## src/sv/assert_macros.svh

```systemverilog
// Assertion macros shared by the classifier RTL.
// Needs nothing else; include it by bare file name.
`ifndef ASSERT_MACROS_SVH
`define ASSERT_MACROS_SVH

// Checked only while out of reset.
`define RPCC_ASSERT(lbl, clk, rst_n, prop, msg) \
  lbl: assert property (@(posedge clk) disable iff (!rst_n) prop) else $error(msg);

// Checked at every rising clock edge, reset included.
`define RPCC_ASSERT_ALWAYS(lbl, clk, prop, msg) \
  lbl: assert property (@(posedge clk) prop) else $error(msg);

`endif

```

## src/sv/rpcc_ram.sv

```systemverilog
// Generic single-write, single-read RAM with registered read data.
// Standalone; no package dependency.
module rpcc_ram #(
  parameter int WIDTH = 8,
  parameter int DEPTH = 16
) (
  input  logic                                     clk_i,
  input  logic                                     we_i,
  input  logic [((DEPTH > 1) ? $clog2(DEPTH) : 1)-1:0] waddr_i,
  input  logic [WIDTH-1:0]                         wdata_i,
  input  logic                                     re_i,
  input  logic [((DEPTH > 1) ? $clog2(DEPTH) : 1)-1:0] raddr_i,
  output logic [WIDTH-1:0]                         rdata_o
);

  logic [WIDTH-1:0] mem_q [DEPTH];
  logic [WIDTH-1:0] rdata_q;

  always_ff @(posedge clk_i) begin
    if (we_i) begin
      mem_q[waddr_i] <= wdata_i;
    end
    if (re_i) begin
      rdata_q <= mem_q[raddr_i];
    end
  end

  assign rdata_o = rdata_q;

endmodule

```

## config.mk

```make
export PLATFORM = sky130hd
export DESIGN_NAME = rpcc_ram
export DESIGN_NICKNAME = d
export VERILOG_FILES = /design/src/sv/assert_macros.svh /design/src/sv/rpcc_ram.sv
export SDC_FILE = /design/constraint.sdc
export NUM_CORES = 1
export LEC_CHECK = 0
export BUFFER_PORTS_ARGS = -buffer_cell sky130_fd_sc_hd__buf_4
export CORE_MARGIN = 1.5
export CORE_UTILIZATION = 35
export DETAILED_ROUTE_END_ITERATION = 7
export GPL_TIMING_DRIVEN = 0
export HOLD_SLACK_MARGIN = 0.1
export PLACE_DENSITY = 0.59
export SLEW_MARGIN = 20
export SYNTH_ARGS = -nofsm -noshare
export SYNTH_HDL_FRONTEND = slang
export SYNTH_SLANG_ARGS = --single-unit
```

## constraint.sdc

```tcl
create_clock -name clk_i -period 3.05 [get_ports clk_i]
set_clock_uncertainty 0.1 [all_clocks]
set_input_delay 0.1525 -clock clk_i [delete_from_list [all_inputs] [get_ports clk_i]]
set_output_delay 0.1525 -clock clk_i [all_outputs]
set_load 0.01 [all_outputs]
```

==> qor.yml, run 1 <==
critical_path:
  cp.required_ns: 3.06
  end_kind: "flip-flop"
  critPathLaunchType: "input port"
  path_max_fanout: 7
  arrival_ns: 2.15
  path_class: "input port to flip-flop"
clock_network:
  cts_hold_buf: 12
  clock_path_buffers: 2
  cts.clk_slew.worst_paths_ns: 0.06
  ctsResizeCount: 0
  post_cts_buffers: 0
  cts_root_buf: "clkbuf_16"
  tritoncts: "yes"
  cts_buffers: 17
  htreeDepth: 4
  clock-sinks: 136
  clock_latency_ns: 0.41
route:
  num_vias: 2489
  drt-total-wl_um: 10400
  drt-wirelength-per-cell_um: 21.6
  vias_per_cell: 5.16
  route.detailed.drc: 0
  first_pass_iters: 4
  drtIter0Drc: 233
  ant_nets: 0
logic_synthesis:
  syn_avg_cell_area_um2: 22.8
  synth_cell_type_count: 18
  netlist_area_um2: 5230
  ys_warn_count: 0
  seq_area_frac_synth_pct: 78.1
  postSynthCellCount: 229
  ys_ff_latch: 136
  syn_nets: 248
job:
  drv_cap: 0
power:
  peakVddDrop_v: 0.000370
  p_per_area_nw_per_um2: 678
  p_leak_nw: 2.11
finish:
  area_growth_pct: 21.5
  fin_nets: 304
  antenna_cells: 0
  layout_common_cells: "136 x edfxtp_1, 26 x buf_4, 18 x mux4_2"
  fin_cells: 482
  final_common_cell: "edfxtp_1"
  drive_above_1_share_pct: 27.5
floorplanning:
  die_height_um: 125
  start_util_pct: 36.0
  core_area_um2: 14500
  rows: 44
  dieArea_um2: 15700
  num_io_pins: 27
  die_w_um: 125
sta:
  whs_ns: 0.199
  fin_tns_setup_ns: 0
  fin_crit_ns: 2.14
  setup_viol_count_final: 0
  drv_slew: 0
  fin_crit_sh_pct: 70.1
  worst_slew_pin_slew_ns: 0.857
  slew-limit-headroom_pct: 42.6
  fmax_ghz: 0.468
  rsz0062_at_grt: "false"
  hold_violations: 0
global_routing:
  antenna_found_initial: 0
  grt_overflow: 0
  grt_pass1_wl_um: 15600
  globalRouteTotalUtil_pct: 14.1
  grt_pass1_vias: 2540
  grt_start_max_net_pins: 17
placed_design:
  gp_congestion: 0.798
  dp_hpwl_um: 6540
  dp.cells: 438
  port_buffers: 25
worst_hold_path:
  hold_class: "input port to flip-flop"
run_status:
  status: "finished, final reports clean"
[through the flow]
| step | power, mW | util (%) | setup WS (ns) | instance area (um2) |
|---|---|---|---|---|
| floorplan | 2.26 | - | 1.30 | 5230 |
| global placement | 2.36 | 38.8 | 0.732 | 5650 |
| detailed placement | 2.37 | 39.0 | 1.09 | 5670 |
| CTS | 4.35 | 43.7 | 0.921 | 6350 |
| global route | 4.44 | 43.7 | 0.908 | 6350 |
| finish | 4.31 | 43.7 | 0.912 | 6350 |
[path summary, 6_finish.rpt]
| path | from | endpoint | slack (ns) | cells after the start |
|---|---|---|---|---|
| setup reg to reg | mem_q[1][3] | rdata_o[3] | 1.32 | 3 |
| hold reg to reg | mem_q[12][1] | rdata_o[1] | 0.65 | 3 |
| setup / recovery | waddr_i[1] | mem_q[0][1] | 0.91 | 4 |
| hold / removal | waddr_i[3] | mem_q[0][6] | 0.20 | 3 |
[registers in the layout, summed over array words and instances (netlist names)]
name	cells
rdata_o	8
mem_q	128
[synth_stat cells]
cell type / count / area share, %
nand3b_1: 2 / 0.29
buf_2: 3 / 0.29
nand2_1: 9 / 0.65
nand2b_1: 2 / 0.24
mux4_1: 14 / 7.0
a22oi_1: 16 / 2.3
buf_6: 3 / 0.65
and2_1: 1 / 0.12
nand3_1: 1 / 0.096
nor2b_1: 1 / 0.12
nor2_1: 13 / 0.93
and2b_1: 1 / 0.14
clkdlybuf4s25_2: 3 / 0.57
mux4_2: 18 / 7.8
buf_4: 1 / 0.14
nor3_1: 4 / 0.38
edfxtp_1: 136 / 78
or3b_2: 1 / 0.17
[critical path, cell delays in order]
cell	delay, ns
dlygate4sd3_1	0.54
buf_4	0.17
nor3_2	0.54
dlygate4sd3_1	0.74
[kinds of logic (layout without fill, tap and decap cells)]
family,count (synthesis),count (layout),share of synthesized area (%)
compound gates,16,16,2.30
flops,136,136,78.1
mux,32,32,14.8
buf+inv,10,79,1.65
simple gates,35,35,3.14
[layer usage]
| metal | track usage [%] | part of all wire [%] | wire length [um] |
|---|---|---|---|
| met2 | 21.4 | 47 | 4930 |
| met5 | 3.10 | 0.62 | 64 |
| met1 | 18.9 | 42 | 4370 |
| met3 | 3.94 | 8.5 | 881 |
| met4 | 5.88 | 1.5 | 159 |
[area by class of cell]
cell class,instances,area (um2)
Timing Repair Buffer,37,308
Clock buffer,19,433
Buffer,10,86.3
Fill cell,1277,8180
Clock inverter,13,135
Multi-Input combinational cell,83,1080
Tap cell,184,230
Sequential cell,136,4080
[where the power goes]
group	leakage, nW	internal [mW]	total, mW	switching, mW
sequential	1.24	2.11	2.12	0.00887
combinational	0.596	0.102	0.228	0.126
clock	0.276	1.26	1.96	0.702
total	2.11	3.47	4.31	0.836
(Power assumes the default switching activity.)
==> run 2, diff against run 1 <==
--- a/config.mk
+++ b/config.mk
@@ -5,13 +5,14 @@
 export SDC_FILE = /design/constraint.sdc
 export NUM_CORES = 1
 export LEC_CHECK = 0
+export ABC_AREA = 1
 export BUFFER_PORTS_ARGS = -buffer_cell sky130_fd_sc_hd__buf_4
 export CORE_MARGIN = 1.5
 export CORE_UTILIZATION = 35
 export DETAILED_ROUTE_END_ITERATION = 7
 export GPL_TIMING_DRIVEN = 0
 export HOLD_SLACK_MARGIN = 0.1
-export PLACE_DENSITY = 0.59
+export PLACE_DENSITY = 0.61
 export SLEW_MARGIN = 20
 export SYNTH_ARGS = -nofsm -noshare
 export SYNTH_HDL_FRONTEND = slang
==> constraint.sdc (replaced) <==
create_clock -name clk_i -period 1.9 [get_ports clk_i]
set_clock_uncertainty 0.1 [all_clocks]
set_input_delay 0.095 -clock clk_i [delete_from_list [all_inputs] [get_ports clk_i]]
set_output_delay 0.095 -clock clk_i [all_outputs]
set_load 0.01 [all_outputs]
==> run 2 against run 1 <==
First-iteration DRC count grew 93%; non-clock buffer count grew 10; via count grew 55%; setup slack lost 0.50 ns; critical path type unchanged; critical endpoint is now rdata_o[0].
==> qor.yml, run 2 <==
clock_network:
  clock-sinks: 136
  cts_root_buf: "clkbuf_16"
  htreeDepth: 4
  tritoncts: "yes"
  clock_path_buffers: 2
  cts_buffers: 17
  cts.clk_slew.worst_paths_ns: 0.06
  clock_latency_ns: 0.42
finish:
  fillers: 1543
  final_area_um2: 7000
  largest-register: "mem_q"
  antenna_cells: 0
  multi_input_area_um2: 1210
  fin_nets: 622
  drive_above_1_share_pct: 12.5
  final_common_cell: "nand2_1"
  ff_latch_area_um2: 4080
  area_growth_pct: 19.8
  largest_reg_flops: 128
  fin_util_pct: 42.5
  layout_common_cells: "173 x nand2_1, 136 x edfxtp_1, 100 x inv_1"
logic_synthesis:
  synth_top_flop_cell: "edfxtp_1"
  ys_warn_count: 0
  yosysTopAreaCell: "edfxtp_1"
  postSynthCellCount: 551
  synth.most_common_cell: "nand2_1"
  synth_cell_type_count: 11
  synth_edf_count: 136
  yosys-top-cells-area: "edfxtp_1 70%, nand2_1 11%, nand3_1 8.3%"
  seq_area_frac_synth_pct: 69.8
  synth_common_cells: "173 x nand2_1, 136 x edfxtp_1, 100 x inv_1"
  netlist_area_um2: 5850
  syn_avg_cell_area_um2: 10.6
  syn_nets: 570
  synth-async-reset-ratio_pct: 0
  ys_ff_latch: 136
  synth.top_cell.area_share_pct: 69.8
floorplanning:
  rows: 47
  dieArea_um2: 17500
  die_height_um: 132
  die_w_um: 132
  core_area_um2: 16500
  start_util_pct: 35.5
  num_io_pins: 27
critical_path:
  cp-endpoint: "rdata_o[0]"
  critPathLaunchType: "input port"
  critPathSlowestCell: "dlygate4sd3_1"
  path_class: "input port to flip-flop"
  arrival_ns: 1.55
  cp.required_ns: 1.97
  critPathMaxStageDelay_ns: 0.53
  cp-startpoint: "raddr_i[2]"
  rr_endpoint: "rdata_o[0]"
  reg2reg_depth: 6
  path_max_fanout: 10
  reg2reg_slack_ns: 0.64
  cp_cell_sequence: "dlygate4sd3_1 > buf_2 > inv_1 > buf_4 > nand3_1 > nand3_1 > nand2_1"
  rr_startpoint: "mem_q[6][0]"
  end_kind: "flip-flop"
  crit_top_cell: "nand3_1"
placed_design:
  port_buffers: 23
  dp_hpwl_um: 9330
  postPlaceCellArea_um2: 6290
  gp_congestion: 0.868
power:
  power.internal_mw: 5.71
  swShare_pct: 21.3
  clkPwrFrac_pct: 46.6
  seqPwrFrac_pct: 46.9
  p_comb_share_pct: 6.5
  p_per_area_nw_per_um2: 1030
  peakVddDrop_v: 0.000667
  switchingPower_mw: 1.54
  p_leak_nw: 2.98
sta:
  rsz0062_at_grt: "false"
  setup_viol_count_final: 0
  fin_crit_ns: 1.48
  hold_violations: 0
  slew-limit-headroom_pct: 39.5
  worst_slew_pin_slew_ns: 0.904
  whs_ns: 0.181
  fmax_ghz: 0.674
  fin_crit_sh_pct: 78.1
  fin_tns_setup_ns: 0
  drv_slew: 0
route:
  drtIter0Drc: 449
  first_pass_iters: 5
  route.detailed.drc: 0
  ant_nets: 0
  drt-total-wl_um: 14000
  drt-wirelength-per-cell_um: 16.7
  num_vias: 3869
  vias_per_cell: 4.63
global_routing:
  grt_pass1_vias: 3774
  globalRouteTotalUtil_pct: 17.1
  grt_start_max_net_pins: 17
  grt_pass1_wl_um: 21600
  grt_overflow: 0
  antenna_found_initial: 0
job:
  drv_cap: 0
run_status:
  status: "finished, final reports clean"
worst_hold_path:
  hold_class: "input port to flip-flop"
  min-delay-start: "raddr_i[3]"
## run 2: logic make-up after synthesis
kind of cell	after synthesis	synth area share [%]
and+or+nand+nor	289	20.8
DFF	136	69.8
buffers and inverters	126	9.39
## run 2: metal layers
layer  track usage [%]  share of wire (%)
met5                 0                  0
met1              22.9                 44
met4              6.04                1.9
met3              5.27                8.0
met2              26.5                 46
## run 2: power by group through the flow
stage	combinational, mW	clock, mW	sequential (mW)
floorplan	0.237	0	3.47
global placement	0.448	0	3.46
detailed placement	0.453	0	3.46
CTS	0.473	3.41	3.40
global route	0.519	3.55	3.40
finish	0.473	3.38	3.40
## run 2: repair_timing
action | 4_1_cts | 5_1_grt
buffers inserted | 0 | 0
endpoints found under the hold margin | 138 | 0
gates resized for setup | 0 | 0
setup endpoints to repair | 0 | 0
hold buffers | 10 | 0
## run 2: area by class of cell
type                       count  share of cell area (%)
buffer                        24                    2.38
clock buffer                  17                    6.07
clock inverter                14                    2.61
inverter                     102                    5.47
multi-input combinational    289                    17.3
sequential                   136                    58.3
tap                          220                    3.93
timing repair buffer          33                    3.89
## run 2: worst min path at each step
stage	end	cells after the start
after floorplan	mem_q[0][0]	0
after global placement	rdata_o[1]	1
after detailed placement	rdata_o[1]	1
after CTS	rdata_o[5]	3
after global routing	rdata_o[5]	3
final	rdata_o[6]	3
## run 2: critical path, delay by kind of cell
family,cells,cell delay [ns]
AND/OR/NAND/NOR,3,0.32
buffers and inverters,4,1.14
## run 2: per-stage QoR
step	worst slack, ns	total power [mW]	instances
3_3_place_gp	0.205	3.90	794
2_1_floorplan	0.754	3.70	551
4_1_cts	0.433	7.28	835
3_5_place_dp	0.174	3.91	794
5_1_grt	0.372	7.47	835
6_report	0.417	7.25	835
